==> src/design/ccbs_pkg.sv <==
// Calendar clock package: field widths, codes, reset values and payload structs.
// No dependencies; used by the interfaces, the top level and the checker.
`default_nettype none

package ccbs_pkg;

	// input mode codes
	localparam logic [1:0] MODE_MS_TICK  = 2'd0;
	localparam logic [1:0] MODE_SEC_TICK = 2'd1;
	localparam logic [1:0] MODE_SW_SET   = 2'd2;
	localparam logic [1:0] MODE_BKP_LOAD = 2'd3;

	// configuration register indexes
	localparam int CFG_ADDR_W = 2;
	localparam int CFG_DATA_W = 16;
	localparam logic [CFG_ADDR_W-1:0] REG_RESYNC_PERIOD = 2'd0;
	localparam logic [CFG_ADDR_W-1:0] REG_FLASH_MS      = 2'd1;
	localparam logic [CFG_ADDR_W-1:0] REG_MAX_YEAR      = 2'd2;

	// field limits
	localparam logic [9:0] MS_MAX    = 10'd999;
	localparam logic [5:0] SEC_MAX   = 6'd59;
	localparam logic [5:0] MIN_MAX   = 6'd59;
	localparam logic [4:0] HOUR_MAX  = 5'd23;
	localparam logic [3:0] MONTH_MAX = 4'd12;

	// sync counter value that marks a pending backup write
	localparam logic [15:0] SAVE_PENDING = 16'hffff;

	// register reset values
	localparam logic [15:0] RESYNC_PERIOD_RST = 16'd1800;
	localparam logic [9:0]  FLASH_MS_RST      = 10'd450;
	localparam logic [6:0]  MAX_YEAR_RST      = 7'd50;

	typedef struct packed {
		logic [6:0] year;
		logic [3:0] month;
		logic [4:0] day;
		logic [4:0] hour;
		logic [5:0] minute;
		logic [5:0] second;
		logic [9:0] millisecond;
	} ccbs_time_t;

	typedef struct packed {
		logic [1:0] mode;
		logic [6:0] in_year;
		logic [3:0] in_month;
		logic [4:0] in_day;
		logic [4:0] in_hour;
		logic [5:0] in_minute;
		logic [5:0] in_second;
		logic [9:0] in_millisecond;
	} ccbs_in_t;

	typedef struct packed {
		logic [6:0] year;
		logic [3:0] month;
		logic [4:0] day;
		logic [4:0] hour;
		logic [5:0] minute;
		logic [5:0] second;
		logic [9:0] millisecond;
		logic       time_valid;
		logic       flash;
		logic       save_request;
		logic       resync_request;
	} ccbs_out_t;

	// month length, leap year every fourth year, unknown months count 31
	function automatic logic [4:0] days_in_month(logic [6:0] yr, logic [3:0] mo);
		logic [4:0] d;
		unique case (mo) inside
			4'd4, 4'd6, 4'd9, 4'd11: d = 5'd30;
			4'd2:                    d = (yr[1:0] == 2'b00) ? 5'd29 : 5'd28;
			default:                 d = 5'd31;
		endcase
		return d;
	endfunction

endpackage

`default_nettype wire

==> src/design/ccbs_if.sv <==
// Handshake channels of the calendar clock: item input, result output, config write.
// Depends on ccbs_pkg for the payload types.
`default_nettype none

interface ccbs_in_if import ccbs_pkg::*; ();
	logic     valid;
	logic     ready;
	ccbs_in_t data;
	modport source (output valid, output data, input ready);
	modport sink   (input valid, input data, output ready);
endinterface

interface ccbs_out_if import ccbs_pkg::*; ();
	logic      valid;
	logic      ready;
	ccbs_out_t data;
	modport source (output valid, output data, input ready);
	modport sink   (input valid, input data, output ready);
endinterface

interface ccbs_cfg_if import ccbs_pkg::*; ();
	logic                  valid;
	logic                  ready;
	logic [CFG_ADDR_W-1:0] addr;
	logic [CFG_DATA_W-1:0] data;
	modport source (output valid, output addr, output data, input ready);
	modport sink   (input valid, input addr, input data, output ready);
endinterface

`default_nettype wire

==> src/design/calendar_clock_with_backup_sync_unit.sv <==
// Calendar clock top level: time registers, tick cascade, backup sync control.
// Depends on ccbs_pkg and the channel interfaces in ccbs_if.sv.
//
// Usage:
//   req  - one item per transfer: a millisecond tick, a one-second housekeeping
//          tick, a software set or a load from the backup clock.
//   rsp  - exactly one result per item: the time after the item, time_valid,
//          flash phase and the save/resync requests to the backup clock.
//   cfg  - register writes (resync_period, flash_ms, max_year); always ready.
//          Write only while no result is outstanding.
// Each result is registered: in the output register, or in the skid register.
// Throughput: one item per cycle while req.ready is high, set by the single
//   registered pass through the carry cascade and validity check.
// A two-entry output buffer (result register plus skid register) lets req
//   keep transferring while one result waits on a stalled receiver; req.ready
//   drops only when both entries are full.
// Reset (arst_n low, asynchronous): time goes to 00-01-01 00:00:00.000,
//   sync counter to 0, registers to their defaults, output buffer empties.
`default_nettype none

module calendar_clock_with_backup_sync_unit
	import ccbs_pkg::*;
(
	input  wire          clk,
	input  wire          arst_n,
	ccbs_in_if.sink      req,
	ccbs_out_if.source   rsp,
	ccbs_cfg_if.sink     cfg
);

	// every field within its legal range
	function automatic logic time_ok(ccbs_time_t t, logic [6:0] max_yr);
		return (t.year <= max_yr)
			&& (t.month >= 4'd1) && (t.month <= MONTH_MAX)
			&& (t.day >= 5'd1) && (t.day <= days_in_month(t.year, t.month))
			&& (t.hour <= HOUR_MAX) && (t.minute <= MIN_MAX)
			&& (t.second <= SEC_MAX) && (t.millisecond <= MS_MAX);
	endfunction

	// configuration registers
	logic [15:0] resync_period_q;
	logic [9:0]  flash_ms_q;
	logic [6:0]  max_year_q;

	// clock state
	ccbs_time_t  time_q;
	logic [15:0] sync_q;

	// output buffer
	ccbs_out_t   out_q;
	logic        out_vld_q;
	ccbs_out_t   skid_q;
	logic        skid_vld_q;

	logic        in_xfer;
	logic        out_xfer;

	ccbs_time_t  time_nxt;
	logic [15:0] sync_nxt;
	logic [15:0] sync_inc;
	logic        save;
	logic        resync;
	ccbs_out_t   res;

	// carry flags: field would pass its limit on increment
	logic        ms_ovf, sec_ovf, min_ovf, hour_ovf, day_ovf, mon_ovf;

	assign cfg.ready = 1'b1;
	assign req.ready = !skid_vld_q;
	assign in_xfer   = req.valid && req.ready;
	assign out_xfer  = out_vld_q && rsp.ready;
	assign rsp.valid = out_vld_q;
	assign rsp.data  = out_q;

	always_ff @(posedge clk or negedge arst_n) begin
		if (!arst_n) begin
			resync_period_q <= RESYNC_PERIOD_RST;
			flash_ms_q      <= FLASH_MS_RST;
			max_year_q      <= MAX_YEAR_RST;
		end else if (cfg.valid) begin
			unique case (cfg.addr)
				REG_RESYNC_PERIOD: resync_period_q <= cfg.data;
				REG_FLASH_MS:      flash_ms_q      <= cfg.data[9:0];
				REG_MAX_YEAR:      max_year_q      <= cfg.data[6:0];
				default: ;
			endcase
		end
	end

	// a limit compare on the current value is the same as incremented > limit
	assign ms_ovf   = time_q.millisecond >= MS_MAX;
	assign sec_ovf  = time_q.second >= SEC_MAX;
	assign min_ovf  = time_q.minute >= MIN_MAX;
	assign hour_ovf = time_q.hour >= HOUR_MAX;
	assign day_ovf  = time_q.day >= days_in_month(time_q.year, time_q.month);
	assign mon_ovf  = time_q.month >= MONTH_MAX;
	assign sync_inc = sync_q + 16'd1;

	always_comb begin
		time_nxt = time_q;
		sync_nxt = sync_q;
		save     = 1'b0;
		resync   = 1'b0;
		unique case (req.data.mode)
			MODE_MS_TICK: begin
				time_nxt.millisecond = ms_ovf ? 10'd0 : time_q.millisecond + 10'd1;
				if (ms_ovf)
					time_nxt.second = sec_ovf ? 6'd0 : time_q.second + 6'd1;
				if (ms_ovf && sec_ovf)
					time_nxt.minute = min_ovf ? 6'd0 : time_q.minute + 6'd1;
				if (ms_ovf && sec_ovf && min_ovf)
					time_nxt.hour = hour_ovf ? 5'd0 : time_q.hour + 5'd1;
				if (ms_ovf && sec_ovf && min_ovf && hour_ovf)
					time_nxt.day = day_ovf ? 5'd1 : time_q.day + 5'd1;
				if (ms_ovf && sec_ovf && min_ovf && hour_ovf && day_ovf)
					time_nxt.month = mon_ovf ? 4'd1 : time_q.month + 4'd1;
				if (ms_ovf && sec_ovf && min_ovf && hour_ovf && day_ovf && mon_ovf)
					time_nxt.year = time_q.year + 7'd1;   // wraps at 127
			end
			MODE_SEC_TICK: begin
				save = (sync_q == SAVE_PENDING) && time_ok(time_q, max_year_q);
				if (sync_inc >= resync_period_q) begin
					sync_nxt = '0;
					resync   = 1'b1;
				end else begin
					sync_nxt = sync_inc;
				end
			end
			MODE_SW_SET, MODE_BKP_LOAD: begin
				time_nxt.year        = req.data.in_year;
				time_nxt.month       = req.data.in_month;
				time_nxt.day         = req.data.in_day;
				time_nxt.hour        = req.data.in_hour;
				time_nxt.minute      = req.data.in_minute;
				time_nxt.second      = req.data.in_second;
				time_nxt.millisecond = req.data.in_millisecond;
				// only a software set arms the backup write
				if (req.data.mode == MODE_SW_SET)
					sync_nxt = SAVE_PENDING;
			end
			default: ;
		endcase
	end

	always_comb begin
		res.year           = time_nxt.year;
		res.month          = time_nxt.month;
		res.day            = time_nxt.day;
		res.hour           = time_nxt.hour;
		res.minute         = time_nxt.minute;
		res.second         = time_nxt.second;
		res.millisecond    = time_nxt.millisecond;
		res.time_valid     = time_ok(time_nxt, max_year_q);
		res.flash          = time_nxt.millisecond < flash_ms_q;
		res.save_request   = save;
		res.resync_request = resync;
	end

	always_ff @(posedge clk or negedge arst_n) begin
		if (!arst_n) begin
			time_q <= '{year: 7'd0, month: 4'd1, day: 5'd1, hour: 5'd0,
				minute: 6'd0, second: 6'd0, millisecond: 10'd0};
			sync_q <= '0;
		end else if (in_xfer) begin
			time_q <= time_nxt;
			sync_q <= sync_nxt;
		end
	end

	// output register with skid stage behind it
	always_ff @(posedge clk or negedge arst_n) begin
		if (!arst_n) begin
			out_vld_q  <= 1'b0;
			skid_vld_q <= 1'b0;
		end else if (out_xfer) begin
			if (skid_vld_q) begin
				skid_vld_q <= 1'b0;
			end else begin
				out_vld_q <= in_xfer;
			end
		end else if (in_xfer) begin
			if (out_vld_q) begin
				skid_vld_q <= 1'b1;
			end else begin
				out_vld_q <= 1'b1;
			end
		end
	end

	always_ff @(posedge clk) begin
		if (out_xfer) begin
			if (skid_vld_q) begin
				out_q <= skid_q;
			end else if (in_xfer) begin
				out_q <= res;
			end
		end else if (in_xfer) begin
			if (out_vld_q) begin
				skid_q <= res;
			end else begin
				out_q <= res;
			end
		end
	end

endmodule

`default_nettype wire

==> src/flat_wrapper.sv <==
// flat-port wrapper written by rule: the top's interface ports become plain ports
module calendar_clock_with_backup_sync_unit_flat import ccbs_pkg::*;
  (clk, arst_n, req_valid, req_data, req_ready, rsp_valid, rsp_data, rsp_ready, cfg_valid, cfg_addr, cfg_data, cfg_ready);
  ccbs_in_if req_i ();
  ccbs_out_if rsp_i ();
  ccbs_cfg_if cfg_i ();
  input  wire clk;
  input  wire arst_n;
  input wire logic [$bits(req_i.valid)-1:0] req_valid;
  input wire logic [$bits(req_i.data)-1:0] req_data;
  output wire logic [$bits(req_i.ready)-1:0] req_ready;
  output wire logic [$bits(rsp_i.valid)-1:0] rsp_valid;
  output wire logic [$bits(rsp_i.data)-1:0] rsp_data;
  input wire logic [$bits(rsp_i.ready)-1:0] rsp_ready;
  input wire logic [$bits(cfg_i.valid)-1:0] cfg_valid;
  input wire logic [$bits(cfg_i.addr)-1:0] cfg_addr;
  input wire logic [$bits(cfg_i.data)-1:0] cfg_data;
  output wire logic [$bits(cfg_i.ready)-1:0] cfg_ready;
  assign req_i.valid = req_valid;
  assign req_i.data = req_data;
  assign req_ready = req_i.ready;
  assign rsp_valid = rsp_i.valid;
  assign rsp_data = rsp_i.data;
  assign rsp_i.ready = rsp_ready;
  assign cfg_i.valid = cfg_valid;
  assign cfg_i.addr = cfg_addr;
  assign cfg_i.data = cfg_data;
  assign cfg_ready = cfg_i.ready;
  calendar_clock_with_backup_sync_unit u_core (.clk(clk), .arst_n(arst_n), .req(req_i), .rsp(rsp_i), .cfg(cfg_i));
endmodule
==> config.mk <==
export PLATFORM = sky130hd
export DESIGN_NAME = calendar_clock_with_backup_sync_unit_flat
export DESIGN_NICKNAME = d
export VERILOG_FILES = /design/src/design/ccbs_pkg.sv /design/src/design/ccbs_if.sv /design/src/design/calendar_clock_with_backup_sync_unit.sv /design/src/flat_wrapper.sv
export SDC_FILE = /design/constraint.sdc
export NUM_CORES = 1
export LEC_CHECK = 0
export BUFFER_PORTS_ARGS = -buffer_cell sky130_fd_sc_hd__buf_2
export CAP_MARGIN = 5
export CORE_ASPECT_RATIO = 1.2
export CORE_MARGIN = 4
export CORE_UTILIZATION = 60
export DETAILED_ROUTE_END_ITERATION = 7
export PLACE_DENSITY = 0.78
export SKIP_CTS_REPAIR_TIMING = 1
export SYNTH_ARGS = -nofsm -noshare
export SYNTH_HDL_FRONTEND = slang
export SYNTH_SLANG_ARGS = --single-unit
export TNS_END_PERCENT = 50
==> constraint.sdc <==
create_clock -name clk -period 5.8 [get_ports clk]
set_input_delay 0.29 -clock clk [delete_from_list [all_inputs] [get_ports clk]]
set_output_delay 0.29 -clock clk [all_outputs]
set_load 0.01 [all_outputs]
==> out/summary.txt, run 1 <==
Commonest register cell after synthesis: edfxtp_1
Post-Syn Area per Cell: 9.62 sq um
TritonCTS clock tree: built
Cell row count: 53
Worst reg2reg setup slack: 0.59 ns
Fin worst setup slack: 0.589 ns
DP HPWL: 20,000 um
Post-Synth Simple-Gate Area: 16.8%
Crit path max fanout: 6
Worst Hold Depth: 3
Slowest-stage cell, CP: dfstp_2
Adder-cell share of the synthesized area: 6.85%
Status: finished, final reports clean
RSZ-0062 raised after global routing: no
Cell mode on critical path: o21ai_0
Delay-heaviest family, CP: compound AO/OA/AOI/OAI gates
XOR/XNOR share of the synthesized area: 0.560%
Most frequent cell after synthesis: nand2_1
Max H-tree Level: 4
Die height: 156 um
R2R cell count: 23
Largest family of logic cells by synthesized area: compound AO/OA/AOI/OAI gates
Fin area: 12,300 sq um
WL final: 28,300 um
Final setup vio count: 0
Mapped Nets: 1,266
Reg2Reg Launch Point: u_core.time_q[32]
Residual DRC count: 0
Pins Over Slew Limit: 0
Required @ worst endpoint: 6.12 ns
Placed inst area: 11,700 sq um
Slowest stage delay, CP: 0.59 ns
Pwr/cell area: 463 nW/um^2
Max-cap violations: 0
Area Growth Syn to Fin: 11.9%
Post-synthesis sequential area ratio: 47.4%
FFs w/ async S/R, synth: 50.0%
Fin crit share: 89.8%
Share of the synthesized area in the top cell type: 25.8%
Detailed Routing Iterations Pass 1: 6
Starting Density: 61.9%
GRT Util Overall: 27.7%
Gp weighted congestion: 0.908
Setup TNS: 0 ns
Startpoint types: flop
Rel. slew slack: 22.9%
Share of layout cells above drive strength 1: 19.9%
TritonCTS Buffers: 17
Yosys top cell by area: edfxtp_1
Compound-cell area share of the yosys netlist: 20.3%
Antenna violations before repair: 2
Hold Crit Start: cfg_data[15]
Crit path cell chain: inv_1, ha_1, o21ai_0, o21ai_0, o21ai_0, ha_1, nand2b_1, a21oi_2, or2_1, nor4_4, nand4_1, nor3_1, mux2_2, a222oi_1, inv_1, ha_1, nor2b_1, o21ai_0, o21ai_0, o22ai_1, o2111ai_2, a2111oi_4, mux2_4
Top post-synthesis cells by count: 133 x nand2_1, 103 x o21ai_0, 94 x edfxtp_1
Switch share: 39.9%
Via density: 6.26
Synth Instances: 1,138
Initial drt markers: 989
Critical Path AT: 5.53 ns
Seq pwr share: 41.9%
Cell-internal power: 0.00341 W
Vias post-DR: 9,128
Static Leak: 5.38 nW
Maximum vdd ir drop: 0.291 mV
CTS clk-pin slew, worst paths: 0.07 ns
GRT overflow: 0
Fin crit period: 5.21 ns
Post-synth cell types: 93
Clock Path Buffers: 2
Mux contribution to synthesized area: 2.39%
First-pass GRT wire length: 45,500 um
Clk Latency, worst-skew pair: 0.45 ns
Slew @ Worst Pin: 1.16 ns
CP Capture Type: flop
Worst slack, placed: 0.411 ns
Yosys Warn Count: 0
EDFF count, synth: 94
# port buffers: 116
Logic gate share of total power: 37.9%
Max Freq: 192 MHz
Nets@finish: 1,352
Antenna diodes: 0
Final Util: 69.2%
Fillers: 1,371
Cells after DPL: 1,423
Clock root cell: clkbuf_16
Final std cells w/o fill: 1,457
Crit Path Class: reg -> reg
Hold Violations, Final: 0
Die footprint: 20,500 sq um
Detail Route Antenna Nets: 0
Core ar.: 17,700 sq um
Top post-synthesis cells by area: edfxtp_1 26%, dfrtp_1 19%, ha_1 6.9%, o21ai_0 4.7%, nand2_1 4.6%
CTS sink cnt: 188
Bufs and invs on worst path: 2
Die Width: 131 um
Vias in the first global route: 8,917
Worst Hold End: u_core.resync_period_q[15]
Crit Reg-Reg Endpoint: u_core.rsp.data[3]
Largest net degree at the start of global routing: 74
Switching power total: 0.00227 W
Clock Skew: 0.0124 ns
IO Pins: 118
Per-cell routed wire length: 19.5 um
Cell Area, Synth: 11,000 sq um
Number of synthesized register bits: 188
Hold WC Path Type: in -> reg
Clock Power Share: 20.1%
cell type report:
cell class | instances | area, sq um | share of cell area [%]
Clock inverter | 9 | 77.6 | 0.633
Tap cell | 220 | 275 | 2.25
Timing Repair Buffer | 130 | 691 | 5.64
Sequential cell | 188 | 5190 | 42.4
Multi-Input combinational cell | 795 | 5180 | 42.3
Inverter | 92 | 345 | 2.82
Clock buffer | 23 | 494 | 4.03
per-layer routing:
metal / track usage [%] / share of wire (%) / wire length [um] / vias up
met2: 47.8 / 50 / 14100 / 370
met1: 33.3 / 39 / 11100 / 4370
met5: 0 / 0.078 / 22 / -
met3: 5.87 / 6.6 / 1870 / 91
li1: - / - / - / 4293
met4: 14.0 / 4.6 / 1300 / 4
layout by cell type (no fill, tap or decap), types with 4 or more instances in the layout:
master / Yosys / final
o22ai_1: 5 / 5
o21a_1: 8 / 8
nor2b_1: 17 / 17
a22o_1: 6 / 6
o21ai_1: 5 / 5
nand2_1: 133 / 132
a21oi_1: 79 / 77
inv_2: 4 / 4
nor4_1: 5 / 5
mux2_2: 21 / 21
o31ai_1: 7 / 7
o211ai_1: 15 / 15
a21o_1: 20 / 20
a222oi_1: 8 / 8
a211oi_1: 4 / 4
and2_1: 10 / 10
nand2b_1: 8 / 8
clkbuf_16: 0 / 19
nand4_1: 14 / 14
nor2_1: 76 / 76
nor3_1: 17 / 17
dfstp_2: 13 / 13
o21ai_0: 103 / 103
or4_1: 5 / 5
inv_1: 88 / 88
xnor2_1: 5 / 5
a31o_2: 4 / 4
a31oi_1: 17 / 17
and3_1: 15 / 14
ha_1: 60 / 59
or2_2: 12 / 12
dfrtp_1: 81 / 81
edfxtp_1: 94 / 94
nand3_1: 26 / 25
buf_2: 15 / 115
a22oi_1: 7 / 7
buf_4: 2 / 14
a32oi_1: 4 / 4
cells by family (layout without fill, tap and decap cells):
family / after synthesis / in the layout
AO/OA/AOI/OAI: 336 / 336
XOR/XNOR: 7 / 7
adder cells (fa/ha/maj): 60 / 60
buffers and inverters: 155 / 254
flip-flops: 188 / 188
multiplexers: 23 / 23
other: 1 / 1
AND/OR/NAND/NOR: 368 / 368
worst register-to-register path: stages (launching register included):
cell and delay [ns]:
dfstp_2 0.59, inv_1 0.10, ha_1 0.23, o21ai_0 0.16, o21ai_0 0.09, o21ai_0 0.16, ha_1 0.16, nand2b_1 0.12
a21oi_2 0.11, or2_1 0.30, nor4_4 0.28, nand4_1 0.19, nor3_1 0.19, mux2_2 0.36, a222oi_1 0.35, inv_1 0.14
ha_1 0.31, nor2b_1 0.13, o21ai_0 0.12, o21ai_0 0.09, o22ai_1 0.18, o2111ai_2 0.19, a2111oi_4 0.33, mux2_4 0.20
worst max-delay path by stage:
stage | start | to | slack (ns) | depth (start not counted)
finish | u_core.time_q[32] | u_core.rsp.data[3] | 0.59 | 23
global route | u_core.time_q[32] | u_core.rsp.data[3] | 0.01 | 23
CTS | u_core.time_q[32] | u_core.rsp.data[3] | 0.34 | 23
detailed placement | u_core.time_q[32] | u_core.rsp.data[3] | 0.41 | 23
global placement | u_core.time_q[32] | u_core.rsp.data[3] | 0.54 | 23
floorplan | u_core.time_q[32] | u_core.rsp.data[3] | 0.98 | 23
state kept, by name, summed over array words and instances (netlist names):
signal / cells
u_core.flash_ms_q: 10
u_core.max_year_q: 7
u_core.resync_period_q: 16
u_core.rsp.data: 47
u_core.rsp.valid: 1
u_core.skid_q: 47
u_core.skid_vld_q: 1
u_core.sync_q: 16
u_core.time_q: 43
per-stage QoR:
stage / hold slack [ns] / power (W)
global route: 0.0621 / 0.00606
floorplan: -0.00559 / 0.00383
global placement: 0.310 / 0.00441
finish: 0.0454 / 0.00568
detailed placement: 0.307 / 0.00451
CTS: -0.161 / 0.00566
power groups by stage:
stage | combinational, W | clock [W] | sequential (W)
finish | 0.00215 | 0.00114 | 0.00238
global route | 0.00242 | 0.00121 | 0.00244
CTS | 0.00214 | 0.00115 | 0.00236
detailed placement | 0.00212 | 0 | 0.00239
global placement | 0.00205 | 0 | 0.00236
floorplan | 0.00152 | 0 | 0.00231
No activity file was read; power rests on OpenSTA's default activity.
==> run 2, diff against run 1 <==
BUFFER_PORTS_ARGS = unset   (was -buffer_cell sky130_fd_sc_hd__buf_2)
CORE_UTILIZATION = 65   (was 60)
CTS_BUF_LIST = sky130_fd_sc_hd__clkbuf_8   (was unset)
DONT_BUFFER_PORTS = 1   (was unset)
==> run 2 against run 1 <==
  * Register-to-register slack lost 0.12 ns
  * Routed wire length shrank 4.1%
  * Global-route usage is 0.90 points higher
  * Power down 7.4%
  * Sequential power is 5% higher
  * Hold slack lost 0.028 ns
  * Fmax down 2.3%
  * First-iteration DRC count fell by 1.7%
  * Sequential share of layout area up 2.0 points
  * Combinational power shrank 12%
  * Die area is 7.3% lower
  * Design area shrank 4.5%
==> out/summary.txt, run 2 (synthesis gave the netlist of run 1 again) <==
Antenna diodes: 0
Fin crit share: 92.0%
Max-cap violations: 0
Clock Path Buffers: 2
CP Capture Type: flop
Nets@finish: 1,259
WL final: 27,200 um
Clock root cell: clkbuf_8
Final setup vio count: 0
Vias post-DR: 8,672
# port buffers: 0
Cell row count: 51
Fin crit period: 5.33 ns
Detail Route Antenna Nets: 0
Clk Latency, worst-skew pair: 0.48 ns
Setup TNS: 0 ns
TritonCTS clock tree: built
Critical Path AT: 5.68 ns
Pwr/cell area: 449 nW/um^2
GRT overflow: 0
Area Growth Syn to Fin: 6.90%
Max H-tree Level: 4
Pins Over Slew Limit: 0
Largest net degree at the start of global routing: 95
Die height: 150 um
Reg2Reg Launch Point: u_core.time_q[32]
Antenna violations before repair: 1
Slew @ Worst Pin: 0.990 ns
Status: finished, final reports clean
R2R cell count: 23
Die Width: 126 um
RSZ-0062 raised after global routing: no
Gp weighted congestion: 0.930
Startpoint types: flop
Detailed Routing Iterations Pass 1: 5
Maximum vdd ir drop: 0.246 mV
GRT Util Overall: 28.6%
Share of layout cells above drive strength 1: 12.0%
Worst Hold Depth: 2
Crit path launch: u_core.time_q[32]
Hold Crit Start: req_valid
TritonCTS Buffers: 17
Hold WC Path Type: in -> reg
Clock Skew: 0.0107 ns
IO Pins: 118
Initial drt markers: 972
Rel. slew slack: 34.0%
Crit Path Class: reg -> reg
Required @ worst endpoint: 6.15 ns
Core ar.: 16,400 sq um
Hold Violations, Final: 0
Leading cell type in the layout, fill and taps excluded: nand2_1
Final Util: 71.4%
Most frequent cells in the layout: 132 x nand2_1, 103 x o21ai_0, 94 x edfxtp_1, 88 x inv_1, 81 x dfrtp_1
CTS clk-pin slew, worst paths: 0.10 ns
Max Freq: 187 MHz
Fin area: 11,700 sq um
DP HPWL: 19,300 um
Die footprint: 19,000 sq um
Per-cell routed wire length: 20.1 um
Static Leak: 4.93 nW
Vias in the first global route: 8,165
Design Power: 0.00525 W
Starting Density: 66.8%
First-pass GRT wire length: 42,800 um
Via density: 6.40
Placed inst area: 11,100 sq um
CTS sink cnt: 188
Crit path max fanout: 6
Residual DRC count: 0
-- run 2: power breakdown --
group / internal [W] / switching [W] / total, W
Clock: 0.000356 / 0.000515 / 0.000871
Sequential: 0.00196 / 0.000528 / 0.00249
Combinational: 0.000742 / 0.00115 / 0.00189
Total: 0.00306 / 0.00219 / 0.00525
-- run 2: cell type report --
class / count / area, sq um
Sequential cell: 188 / 5190
Multi-Input combinational cell: 795 / 5170
Fill cell: 1217 / 4690
Inverter: 92 / 345
Timing Repair Buffer: 37 / 343
Tap cell: 212 / 265
Clock buffer: 17 / 234
Clock inverter: 15 / 154
-- run 2: worst paths after layout --
check                                            end  slack [ns]
min in group asynchronous          u_core.sync_q[10]        0.37
worst min-delay path               u_core.skid_vld_q        0.02
max in group asynchronous       u_core.flash_ms_q[6]        5.02
worst max-delay path              u_core.rsp.data[3]        0.47
worst max register to register    u_core.rsp.data[3]        0.47
worst min register to register  u_core.flash_ms_q[4]        0.52
-- run 2: critical path, stage by stage (launching register included) --
cell and delay, ns:
dfstp_2 0.59, inv_1 0.09, ha_1 0.22, o21ai_0 0.15, o21ai_0 0.09, o21ai_0 0.18, ha_1 0.17, nand2b_1 0.12
a21oi_2 0.10, or2_1 0.31, nor4_4 0.39, nand4_1 0.20, nor3_1 0.20, mux2_2 0.36, a222oi_1 0.34, inv_1 0.12
ha_1 0.30, nor2b_1 0.13, o21ai_0 0.15, o21ai_0 0.10, o22ai_1 0.20, o2111ai_2 0.18, a2111oi_4 0.31, mux2_4 0.20
-- run 2: per-stage QoR --
stage,cells,setup slack [ns],hold WS (ns)
floorplan,1138,0.985,-0.00559
finish,1356,0.467,0.0170
detailed placement,1303,0.325,-0.00164
global route,1356,0.0109,0.0211
global placement,1303,0.573,-0.00135
CTS,1335,0.309,-0.529
-- run 2: layer usage --
layer / global-route usage [%] / vias to the layer above / share of wire, %
li1: - / 4111 / -
met1: 35.0 / 4123 / 38
met2: 47.5 / 361 / 49
met5: 0 / - / 0
met4: 14.5 / 0 / 4.5
met3: 6.85 / 77 / 7.9
